--- config.mk ---
export PLATFORM = sky130hd
export DESIGN_NAME = keyboard_scancode_event_processor_unit
export DESIGN_NICKNAME = d
export VERILOG_FILES = /design/src/design/kbdsep_pkg.sv /design/src/design/keyboard_scancode_event_processor_unit.sv
export SDC_FILE = /design/constraint.sdc
export NUM_CORES = 2
export LEC_CHECK = 0
export ABC_AREA = 1
export BUFFER_PORTS_ARGS = -buffer_cell sky130_fd_sc_hd__buf_2
export CAP_MARGIN = 30
export CORE_MARGIN = 5
export CORE_UTILIZATION = 35
export DETAILED_ROUTE_END_ITERATION = 16
export PLACE_DENSITY = 0.45
export SYNTH_ARGS = -nofsm -noshare
export SYNTH_HDL_FRONTEND = slang
export SYNTH_SLANG_ARGS = --single-unit
--- constraint.sdc ---
create_clock -name clk -period 3.3 [get_ports clk]
set_clock_uncertainty 0.1 [all_clocks]
set_input_delay 0.33 -clock clk [delete_from_list [all_inputs] [get_ports clk]]
set_output_delay 0.33 -clock clk [all_outputs]
set_load 0.02 [all_outputs]
--- src/design/kbdsep_pkg.sv ---
// Package for the keyboard scancode event processor.
// Holds the item and result types, key codes and register indexes.
// No dependencies.
`timescale 1ns / 1ps
`default_nettype none

package kbdsep_pkg;

  localparam int KEY_COUNT  = 128;
  localparam int CODE_W     = 7;
  localparam int CFG_IDX_W  = 3;
  localparam int CFG_DATA_W = 6;

  localparam logic [CODE_W-1:0] K_ENTER     = 7'd28;
  localparam logic [CODE_W-1:0] K_LCTRL     = 7'd29;
  localparam logic [CODE_W-1:0] K_C         = 7'd46;
  localparam logic [CODE_W-1:0] K_LALT      = 7'd56;
  localparam logic [CODE_W-1:0] K_F1        = 7'd59;
  localparam logic [CODE_W-1:0] K_KP7       = 7'd71;
  localparam logic [CODE_W-1:0] K_KP8       = 7'd72;
  localparam logic [CODE_W-1:0] K_KP9       = 7'd73;
  localparam logic [CODE_W-1:0] K_KP4       = 7'd75;
  localparam logic [CODE_W-1:0] K_KP6       = 7'd77;
  localparam logic [CODE_W-1:0] K_KP1       = 7'd79;
  localparam logic [CODE_W-1:0] K_KP2       = 7'd80;
  localparam logic [CODE_W-1:0] K_KP3       = 7'd81;
  localparam logic [CODE_W-1:0] K_KPENTER   = 7'd96;
  localparam logic [CODE_W-1:0] K_RCTRL     = 7'd97;
  localparam logic [CODE_W-1:0] K_RALT      = 7'd100;
  localparam logic [CODE_W-1:0] K_BLK_UP    = 7'd103;
  localparam logic [CODE_W-1:0] K_BLK_LEFT  = 7'd105;
  localparam logic [CODE_W-1:0] K_BLK_RIGHT = 7'd106;
  localparam logic [CODE_W-1:0] K_BLK_DOWN  = 7'd108;

  localparam int FKEY_COUNT = 10;

  typedef enum logic [1:0] {
    KIND_SCAN      = 2'd0,
    KIND_MAP_WRITE = 2'd1,
    KIND_QUERY     = 2'd2,
    KIND_CLEAR     = 2'd3
  } kind_t;

  typedef enum logic [CFG_IDX_W-1:0] {
    REG_TRANSLATE_CURSOR   = 3'd0,
    REG_DIAG_KEYPAD        = 3'd1,
    REG_TRANSLATE_KP_ENTER = 3'd2,
    REG_IGNORE_CTRL_C      = 3'd3,
    REG_USE_KEYMAP         = 3'd4,
    REG_ACTIVE_CONSOLE     = 3'd5
  } cfg_reg_t;

  typedef struct packed {
    logic [1:0]        kind;
    logic [7:0]        raw_byte;
    logic [CODE_W-1:0] table_index;
    logic [CODE_W-1:0] table_value;
    logic [CODE_W-1:0] query_key;
  } item_t;

  typedef struct packed {
    logic              event_valid;
    logic [CODE_W-1:0] event_key;
    logic              event_pressed;
    logic              interrupt_request;
    logic              console_switch;
    logic [3:0]        console_number;
    logic              query_pressed;
  } result_t;

endpackage

`default_nettype wire

--- src/design/keyboard_scancode_event_processor_unit.sv ---
// Top level of the keyboard scancode event processor.
// Depends on kbdsep_pkg for types and key codes.
//
//   channel  | handshake            | payload
//   ---------+----------------------+-----------------------------
//   item     | item_valid/stall     | kbdsep_pkg::item_t
//   result   | result_valid/stall   | kbdsep_pkg::result_t
//   cfg      | cfg_valid/ready      | cfg_index, cfg_data
//
// One item is taken per cycle while item_stall is low; its result passes the stage and result registers.
// The keymap is read at the input transfer and its data is registered for the second stage.
// Reset is synchronous and restores the identity keymap and empty key state at once.
// A stalled result holds; the input keeps flowing until both stages are full.
`timescale 1ns / 1ps
`default_nettype none

module keyboard_scancode_event_processor_unit (
  input  wire logic                                    clk,
  input  wire logic                                    rst,
  input  wire logic                                    item_valid,
  output logic                                         item_stall,
  input  wire kbdsep_pkg::item_t                       item,
  output logic                                         result_valid,
  input  wire logic                                    result_stall,
  output kbdsep_pkg::result_t                          result,
  input  wire logic                                    cfg_valid,
  output logic                                         cfg_ready,
  input  wire logic [kbdsep_pkg::CFG_IDX_W-1:0]        cfg_index,
  input  wire logic [kbdsep_pkg::CFG_DATA_W-1:0]       cfg_data
);
  import kbdsep_pkg::*;

  logic                  translate_cursor;
  logic                  diag_keypad;
  logic                  translate_keypad_enter;
  logic                  ignore_ctrl_c;
  logic                  use_keymap;
  logic [5:0]            active_console;

  logic [CODE_W-1:0]     remap_mem [KEY_COUNT];
  logic [KEY_COUNT-1:0]  remap_written;
  logic [CODE_W-1:0]     remap_data;
  logic                  remap_hit;

  logic                  stage_valid;
  item_t                 stage;

  logic [KEY_COUNT-1:0]  key_map;
  logic [KEY_COUNT-1:0]  key_map_next;
  logic                  c_held;
  logic                  c_held_next;
  logic                  ctrl_held;
  logic                  ctrl_held_next;
  logic                  alt_held;
  logic                  alt_held_next;
  logic [FKEY_COUNT-1:0] fkeys_held;
  logic [FKEY_COUNT-1:0] fkeys_held_next;

  result_t               result_next;
  logic                  out_free;
  logic                  item_xfer;
  logic                  stage_xfer;

  logic [CODE_W-1:0]     code;
  logic [CODE_W-1:0]     rec_code;
  logic                  pressed;
  logic [3:0]            vt;
  logic                  do_switch;

  assign cfg_ready  = 1'b1;
  assign out_free   = !result_valid || !result_stall;
  assign item_stall = stage_valid && !out_free;
  assign item_xfer  = item_valid && !item_stall;
  assign stage_xfer = stage_valid && out_free;

  always_ff @(posedge clk) begin
    if (rst) begin
      translate_cursor       <= 1'b0;
      diag_keypad            <= 1'b0;
      translate_keypad_enter <= 1'b0;
      ignore_ctrl_c          <= 1'b0;
      use_keymap             <= 1'b0;
      active_console         <= 6'd1;
    end else if (cfg_valid && cfg_ready) begin
      case (cfg_index)
        REG_TRANSLATE_CURSOR:   translate_cursor       <= cfg_data[0];
        REG_DIAG_KEYPAD:        diag_keypad            <= cfg_data[0];
        REG_TRANSLATE_KP_ENTER: translate_keypad_enter <= cfg_data[0];
        REG_IGNORE_CTRL_C:      ignore_ctrl_c          <= cfg_data[0];
        REG_USE_KEYMAP:         use_keymap             <= cfg_data[0];
        REG_ACTIVE_CONSOLE:     active_console         <= cfg_data[5:0];
        default: ;
      endcase
    end
  end

  // Keymap writes and reads both happen at the input transfer, so they stay in item order.
  always_ff @(posedge clk) begin
    if (item_xfer) begin
      remap_data <= remap_mem[item.raw_byte[CODE_W-1:0]];
      if (item.kind == KIND_MAP_WRITE) begin
        remap_mem[item.table_index] <= item.table_value;
      end
    end
  end

  always_ff @(posedge clk) begin
    if (rst) begin
      remap_written <= '0;
    end else if (item_xfer && item.kind == KIND_MAP_WRITE) begin
      remap_written[item.table_index] <= 1'b1;
    end
  end

  always_ff @(posedge clk) begin
    if (item_xfer) begin
      stage     <= item;
      remap_hit <= remap_written[item.raw_byte[CODE_W-1:0]];
    end
  end

  always_ff @(posedge clk) begin
    if (rst) begin
      stage_valid <= 1'b0;
    end else if (item_xfer) begin
      stage_valid <= 1'b1;
    end else if (stage_xfer) begin
      stage_valid <= 1'b0;
    end
  end

  always_comb begin
    key_map_next    = key_map;
    c_held_next     = c_held;
    ctrl_held_next  = ctrl_held;
    alt_held_next   = alt_held;
    fkeys_held_next = fkeys_held;
    result_next     = '0;
    pressed         = !stage.raw_byte[7];
    code            = stage.raw_byte[CODE_W-1:0];
    rec_code        = '0;
    vt              = '0;
    do_switch       = 1'b0;

    if (use_keymap && remap_hit) begin
      code = remap_data;
    end

    case (stage.kind)
      KIND_MAP_WRITE: ;
      KIND_QUERY: begin
        result_next.query_pressed = key_map[stage.query_key];
      end
      KIND_CLEAR: begin
        key_map_next    = '0;
        c_held_next     = 1'b0;
        ctrl_held_next  = 1'b0;
        alt_held_next   = 1'b0;
        fkeys_held_next = '0;
      end
      KIND_SCAN: begin
        if (code == K_C) begin
          c_held_next = pressed;
        end else if (code == K_LCTRL || code == K_RCTRL) begin
          ctrl_held_next = pressed;
        end else if (code == K_LALT || code == K_RALT) begin
          alt_held_next = pressed;
        end else begin
          for (int j = 0; j < FKEY_COUNT; j++) begin
            if (code == K_F1 + CODE_W'(j)) begin
              fkeys_held_next[j] = pressed;
            end
          end
        end

        result_next.interrupt_request = ctrl_held_next && c_held_next && !ignore_ctrl_c;

        for (int j = FKEY_COUNT - 1; j >= 0; j--) begin
          if (fkeys_held_next[j]) begin
            vt = 4'(j + 1);
          end
        end
        do_switch = alt_held_next && (|fkeys_held_next) && ({2'b00, vt} != active_console);

        if (do_switch) begin
          key_map_next               = '0;
          c_held_next                = 1'b0;
          ctrl_held_next             = 1'b0;
          alt_held_next              = 1'b0;
          fkeys_held_next            = '0;
          result_next.console_switch = 1'b1;
          result_next.console_number = vt;
        end else begin
          result_next.event_valid   = 1'b1;
          result_next.event_key     = code;
          result_next.event_pressed = pressed;

          rec_code = code;
          if (translate_cursor) begin
            if (rec_code == K_BLK_UP) begin
              rec_code = K_KP8;
            end else if (rec_code == K_BLK_LEFT) begin
              rec_code = K_KP4;
            end else if (rec_code == K_BLK_RIGHT) begin
              rec_code = K_KP6;
            end else if (rec_code == K_BLK_DOWN) begin
              rec_code = K_KP2;
            end
          end
          if (diag_keypad) begin
            if (rec_code == K_KP7) begin
              key_map_next[K_KP8] = pressed;
              key_map_next[K_KP4] = pressed;
            end else if (rec_code == K_KP9) begin
              key_map_next[K_KP8] = pressed;
              key_map_next[K_KP6] = pressed;
            end else if (rec_code == K_KP1) begin
              key_map_next[K_KP2] = pressed;
              key_map_next[K_KP4] = pressed;
            end else if (rec_code == K_KP3) begin
              key_map_next[K_KP2] = pressed;
              key_map_next[K_KP6] = pressed;
            end
          end
          if (translate_keypad_enter && rec_code == K_KPENTER) begin
            rec_code = K_ENTER;
          end
          key_map_next[rec_code] = pressed;
        end
      end
      default: ;
    endcase
  end

  always_ff @(posedge clk) begin
    if (rst) begin
      key_map    <= '0;
      c_held     <= 1'b0;
      ctrl_held  <= 1'b0;
      alt_held   <= 1'b0;
      fkeys_held <= '0;
    end else if (stage_xfer) begin
      key_map    <= key_map_next;
      c_held     <= c_held_next;
      ctrl_held  <= ctrl_held_next;
      alt_held   <= alt_held_next;
      fkeys_held <= fkeys_held_next;
    end
  end

  always_ff @(posedge clk) begin
    if (stage_xfer) begin
      result <= result_next;
    end
  end

  always_ff @(posedge clk) begin
    if (rst) begin
      result_valid <= 1'b0;
    end else if (stage_xfer) begin
      result_valid <= 1'b1;
    end else if (out_free) begin
      result_valid <= 1'b0;
    end
  end

endmodule

`default_nettype wire

==> flow_summary.html <==
<table>
<tr><th>Metric</th><th>Value</th></tr>
<tr><th colspan="2">STA</th></tr>
<tr><td>Max-slew headroom at the worst pin</td><td>0.350</td></tr>
<tr><td>Post-layout minimum cycle time</td><td>between 3 and 4 ns</td></tr>
<tr><td>F_max</td><td>just over 300 MHz</td></tr>
<tr><td>Total Neg Setup Slack</td><td>0 ns</td></tr>
<tr><td>Tightest Pin Transition</td><td>around 0.97 ns</td></tr>
<tr><td>Final hold violation count</td><td>0</td></tr>
<tr><td>Final setup violation count</td><td>0</td></tr>
<tr><td>Final critical-path share of the clock period</td><td>0.981</td></tr>
<tr><td>Max-slew violation count</td><td>0</td></tr>
<tr><td>Unrepaired setup endpoints after global routing</td><td>true</td></tr>
<tr><th colspan="2">Setup path</th></tr>
<tr><td>Highest fanout seen on the critical path</td><td>14</td></tr>
<tr><td>Delay of the slowest cell on the worst path</td><td>about 0.52 ns</td></tr>
<tr><td>Critical R2R Launch</td><td>remap_hit$_DFFE_PP_</td></tr>
<tr><td>Critical path origin</td><td>remap_hit$_DFFE_PP_</td></tr>
<tr><td>Total number of cells along the worst setup path</td><td>24</td></tr>
<tr><td>Slowest stage cell, crit path</td><td>edfxtp_1</td></tr>
<tr><td>Count of buffer and inverter cells on the critical path</td><td>6</td></tr>
<tr><td>Number of cells on the worst reg-to-reg path</td><td>24</td></tr>
<tr><td>Reg-to-reg endpoint</td><td>key_map[1]$_SDFFE_PP0P_</td></tr>
<tr><td>Worst setup EP type</td><td>flip-flop</td></tr>
<tr><td>Data arrival at the endpoint of the critical path</td><td>about 3.8 ns</td></tr>
<tr><td>Worst Path Class, Setup</td><td>flip-flop to flip-flop</td></tr>
<tr><td>Cell family contributing the most delay on the critical path</td><td>simple AND/OR/NAND/NOR gates</td></tr>
<tr><td>CP required</td><td>~3.9 ns</td></tr>
<tr><td>Flop-to-flop setup slack</td><td>0.06 ns</td></tr>
<tr><td>Crit path launch type</td><td>flip-flop</td></tr>
<tr><td>Capture point of the critical path</td><td>key_map[1]$_SDFFE_PP0P_</td></tr>
<tr><td>Crit path cell chain</td><td>buf_6 -&gt; nand3_2 -&gt; nand2_2 -&gt; inv_2 -&gt; nand2_4 -&gt; nor2_8 -&gt; buf_6 -&gt; nand3_2 -&gt; nand2_2 -&gt; nand2_4 -&gt; o21ai_2 -&gt; buf_4 -&gt; nor2_2 -&gt; nor2_1 -&gt; nand2_1 -&gt; nor2_2 -&gt; nand2_2 -&gt; nand2_4 -&gt; nand3_4 -&gt; buf_12 -&gt; clkbuf_16 -&gt; nand2_1 -&gt; nand2_1 -&gt; nor2_1</td></tr>
<tr><th colspan="2">Logic synthesis</th></tr>
<tr><td>EDFF count, synth</td><td>937</td></tr>
<tr><td>Count of state elements after synthesis</td><td>1219</td></tr>
<tr><td>Average cell area after synthesis</td><td>just over 10 um2</td></tr>
<tr><td>Most used DFF post-synth</td><td>edfxtp_1</td></tr>
<tr><td>Asr flop ratio synth</td><td>0</td></tr>
<tr><td>Leading post-synthesis cells by instance count</td><td>nor2_1, edfxtp_1, o21ai_0, nand2_1, clkbuf_1</td></tr>
<tr><td>Count of cell types in the netlist</td><td>between 40 and 50</td></tr>
<tr><td>Synthesized Nets</td><td>between 4000 and 5000</td></tr>
<tr><td>Area leader, netlist</td><td>edfxtp_1</td></tr>
<tr><td>Cells after Synth</td><td>a little under 5000</td></tr>
<tr><td>Share of the synthesized area in the top cell type</td><td>0.556</td></tr>
<tr><td>Most common cell in the netlist</td><td>nor2_1</td></tr>
<tr><td>Share of synthesized area occupied by flip-flops and latches</td><td>0.668</td></tr>
<tr><td>Synthesized cell area</td><td>slightly above 0.05 mm2</td></tr>
<tr><td>Cell types with the largest area share after synthesis</td><td>edfxtp_1, dfxtp_1, nor2_1</td></tr>
<tr><td>Synth warnings</td><td>0</td></tr>
<tr><th colspan="2">GRT</th></tr>
<tr><td>Total congestion overflow</td><td>0</td></tr>
<tr><td>Initial antenna violation count</td><td>3</td></tr>
<tr><td>Wire length of the first global-routing pass</td><td>approximately 240000 um</td></tr>
<tr><td>Number of global-route vias before repair</td><td>37000</td></tr>
<tr><td>Overall track demand over capacity in global routing</td><td>0.209</td></tr>
<tr><td>Largest net degree at the start of global routing</td><td>129</td></tr>
<tr><th colspan="2">Place</th></tr>
<tr><td>Number of port buffers</td><td>62</td></tr>
<tr><td>Global placer's final weighted congestion</td><td>0.824</td></tr>
<tr><td>Total placed instance area</td><td>0.0557 mm2</td></tr>
<tr><td>Detail Placement HPWL</td><td>a little under 100000 um</td></tr>
<tr><th colspan="2">Drt</th></tr>
<tr><td>Highest metal used</td><td>met4</td></tr>
<tr><td>Met1 wire length</td><td>~76000 um</td></tr>
<tr><td>Number of DRC markers after the initial detailed-route iteration</td><td>2983</td></tr>
<tr><td>Number of antenna-violating nets in the routed design</td><td>0</td></tr>
<tr><td>Routed via count divided by cell count</td><td>~5.3</td></tr>
<tr><td>Wirelength per Cell</td><td>22.7 um</td></tr>
<tr><td>Vias post-DR</td><td>38500</td></tr>
<tr><td>Routed WL</td><td>approximately 170000 um</td></tr>
<tr><td>DRC Markers</td><td>0</td></tr>
<tr><td>Met3 layer wire length in the routed design</td><td>8020 um</td></tr>
<tr><td>Detail Route met2 WL</td><td>~80000 um</td></tr>
<tr><td>First-pass iteration count of the detailed router</td><td>5</td></tr>
<tr><th colspan="2">Pwr</th></tr>
<tr><td>Maximum VDD drop</td><td>around 420 uV</td></tr>
<tr><td>Static leakage</td><td>between 20 and 25 nW</td></tr>
<tr><td>Power per cell area</td><td>between 500 and 600 mW/mm2</td></tr>
<tr><th colspan="2">Clocking</th></tr>
<tr><td>Clock net sink count</td><td>1219</td></tr>
<tr><td>Library cell used as clock root buffer</td><td>clkbuf_16</td></tr>
<tr><td># H-tree levels</td><td>4</td></tr>
<tr><td>TritonCTS clock tree</td><td>built</td></tr>
<tr><td>Clk Latency, worst-skew pair</td><td>between 0.7 and 0.8 ns</td></tr>
<tr><td>Clock transition at the registers of the reported paths</td><td>around 0.06 ns</td></tr>
<tr><td>Number of buffers between clock root and the deepest sink</td><td>3</td></tr>
<tr><td>CTS Buf Count</td><td>139</td></tr>
<tr><th colspan="2">Floorplanning</th></tr>
<tr><td>Die W</td><td>between 300 and 400 um</td></tr>
<tr><td>Core area</td><td>roughly 0.14 mm2</td></tr>
<tr><td>Die footprint</td><td>between 0.15 and 0.2 mm2</td></tr>
<tr><td>Initial core utilization</td><td>0.352</td></tr>
<tr><td>Number of top-level design ports</td><td>64</td></tr>
<tr><td>Row count</td><td>approximately 140</td></tr>
<tr><td>Vertical die dimension</td><td>~390 um</td></tr>
<tr><th colspan="2">Flow run</th></tr>
<tr><td>Max cap viols</td><td>0</td></tr>
<tr><th colspan="2">Cells and area</th></tr>
<tr><td>Area added between synthesis and finish</td><td>22.3%</td></tr>
<tr><td>Final-stage net count</td><td>5321</td></tr>
<tr><td>Post-route standard cell area excluding fillers</td><td>~0.062 mm2</td></tr>
<tr><td>Fraction of final layout cells sized beyond drive strength 1</td><td>0.158</td></tr>
<tr><th colspan="2">Status</th></tr>
<tr><td>Status</td><td>complete, no violations</td></tr>
<tr><th colspan="2">Worst hold path</th></tr>
<tr><td>Worst min-delay path class</td><td>primary input to flip-flop</td></tr>
</table>
==> power breakdown <==
part / switching [mW] / total [mW] / internal, mW
Sequential: 0.0291 / 16.6 / 16.6
Clock: 6.44 / 15.6 / 9.18
Combinational: 1.79 / 2.58 / 0.793
Total: 8.26 / 34.8 / 26.5
==> logic make-up after synthesis <==
group | after synthesis | share of synthesized area
simple gates | 1824 | 0.142
compound gates | 1361 | 0.148
flops | 1219 | 0.668
buf+inv | 537 | 0.0414
fa+ha+maj | 2 | 0.000494
other cells | 1 | 0.0000741
==> routing by layer <==
metal,track usage,up-vias
li1,-,18200
met1,0.295,19200
met2,0.345,955
met3,0.0295,195
met4,0.0490,0
met5,0,-
==> state kept, by name, indices dropped and copies added (netlist names) <==
register / flops
fkeys_held: 10
c_held: 1
translate_keypad_enter: 1
result: 16
ignore_ctrl_c: 1
stage: 17
ctrl_held: 1
remap_data: 7
translate_cursor: 1
key_map: 128
remap_written: 128
remap_mem: 896
diag_keypad: 1
active_console: 6
use_keymap: 1
remap_hit: 1
alt_held: 1
stage_valid: 1
result_valid: 1
==> worst min path at each step <==
stage | depth (start not counted) | slack, ns | endpoint | from
floorplan | 2 | 0.32 | ignore_ctrl_c$_SDFFE_PP0P_ | ignore_ctrl_c$_SDFFE_PP0P_
global placement | 2 | 0.35 | remap_written[58]$_SDFFE_PP0P_ | remap_written[58]$_SDFFE_PP0P_
detailed placement | 2 | 0.35 | remap_written[14]$_SDFFE_PP0P_ | remap_written[14]$_SDFFE_PP0P_
CTS | 2 | 0.02 | stage[21]$_DFFE_PP_ | item[21]
global route | 2 | 0.04 | stage[21]$_DFFE_PP_ | item[21]
finish | 4 | 0.04 | key_map[73]$_SDFFE_PP0P_ | rst
==> worst reg2reg max path, delay by kind of cell, from the launching register on <==
family	cells	cell delay, ns
AO/OA/AOI/OAI	1	0.15
flip-flops	1	0.52
buffers and inverters	6	0.92
AND/OR/NAND/NOR	17	1.49
==> repair_timing <==
| item | CTS | global route |
|---|---|---|
| buffers inserted | 0 | 12 |
| hold buffers | 35 | 0 |
| resized for setup | 3 | 173 |
| pin swaps | 1 | 117 |
| hold endpoints to repair | 74 | 0 |
| setup endpoints to repair | 1 | 145 |
| gates cloned | 0 | 21 |
==> layout by cell type (no fill, tap or decap), types with 7 or more instances in the layout <==
cell | netlist | final
bufinv_16 | 0 | 11
nand2_2 | 10 | 58
nor2_2 | 1 | 13
nor2_4 | 2 | 10
buf_6 | 6 | 8
buf_12 | 0 | 60
o311ai_0 | 14 | 14
a31oi_1 | 8 | 8
o21ai_0 | 801 | 800
a21oi_1 | 175 | 146
nand3_2 | 1 | 7
nand2_1 | 413 | 344
clkinv_1 | 5 | 26
a21oi_2 | 0 | 29
nor2_1 | 1263 | 1243
nor3_1 | 12 | 12
clkinv_2 | 0 | 23
edfxtp_1 | 937 | 937
o221ai_1 | 53 | 53
clkbuf_1 | 289 | 29
a32oi_1 | 8 | 8
nand2_4 | 5 | 26
clkbuf_16 | 0 | 157
o22ai_1 | 283 | 282
buf_4 | 4 | 341
clkbuf_8 | 0 | 17
dlygate4sd3_1 | 0 | 35
buf_2 | 17 | 50
nand4_1 | 44 | 44
inv_1 | 196 | 191
dfxtp_1 | 282 | 281
nand3_1 | 69 | 62
==> final cells by class <==
cell class / count / area (um2)
fillers: 13900 / 81800
flip-flops and latches: 1219 / 33800
multi-input cells: 3192 / 15300
repair buffers: 516 / 4960
clock buffers: 187 / 3880
well taps: 1903 / 2380
inverters: 206 / 798
clock inverters: 70 / 743
diodes: 2 / 5.00
==> through the flow <==
step           total power [mW]   util  hold WS, ns  setup slack (ns)  cells
3_3_place_gp               19.3  0.388        0.345          -0.00154   6967
3_5_place_dp               19.3  0.388        0.353           -0.0551   6968
2_1_floorplan              18.1      -        0.324             0.261   4944
5_1_grt                    36.0  0.431       0.0441            -0.168   7293
6_report                   34.8  0.431       0.0439            0.0614   7295
4_1_cts                    35.1  0.423       0.0178           0.00983   7260
No activity file was read; power rests on OpenSTA's default activity.
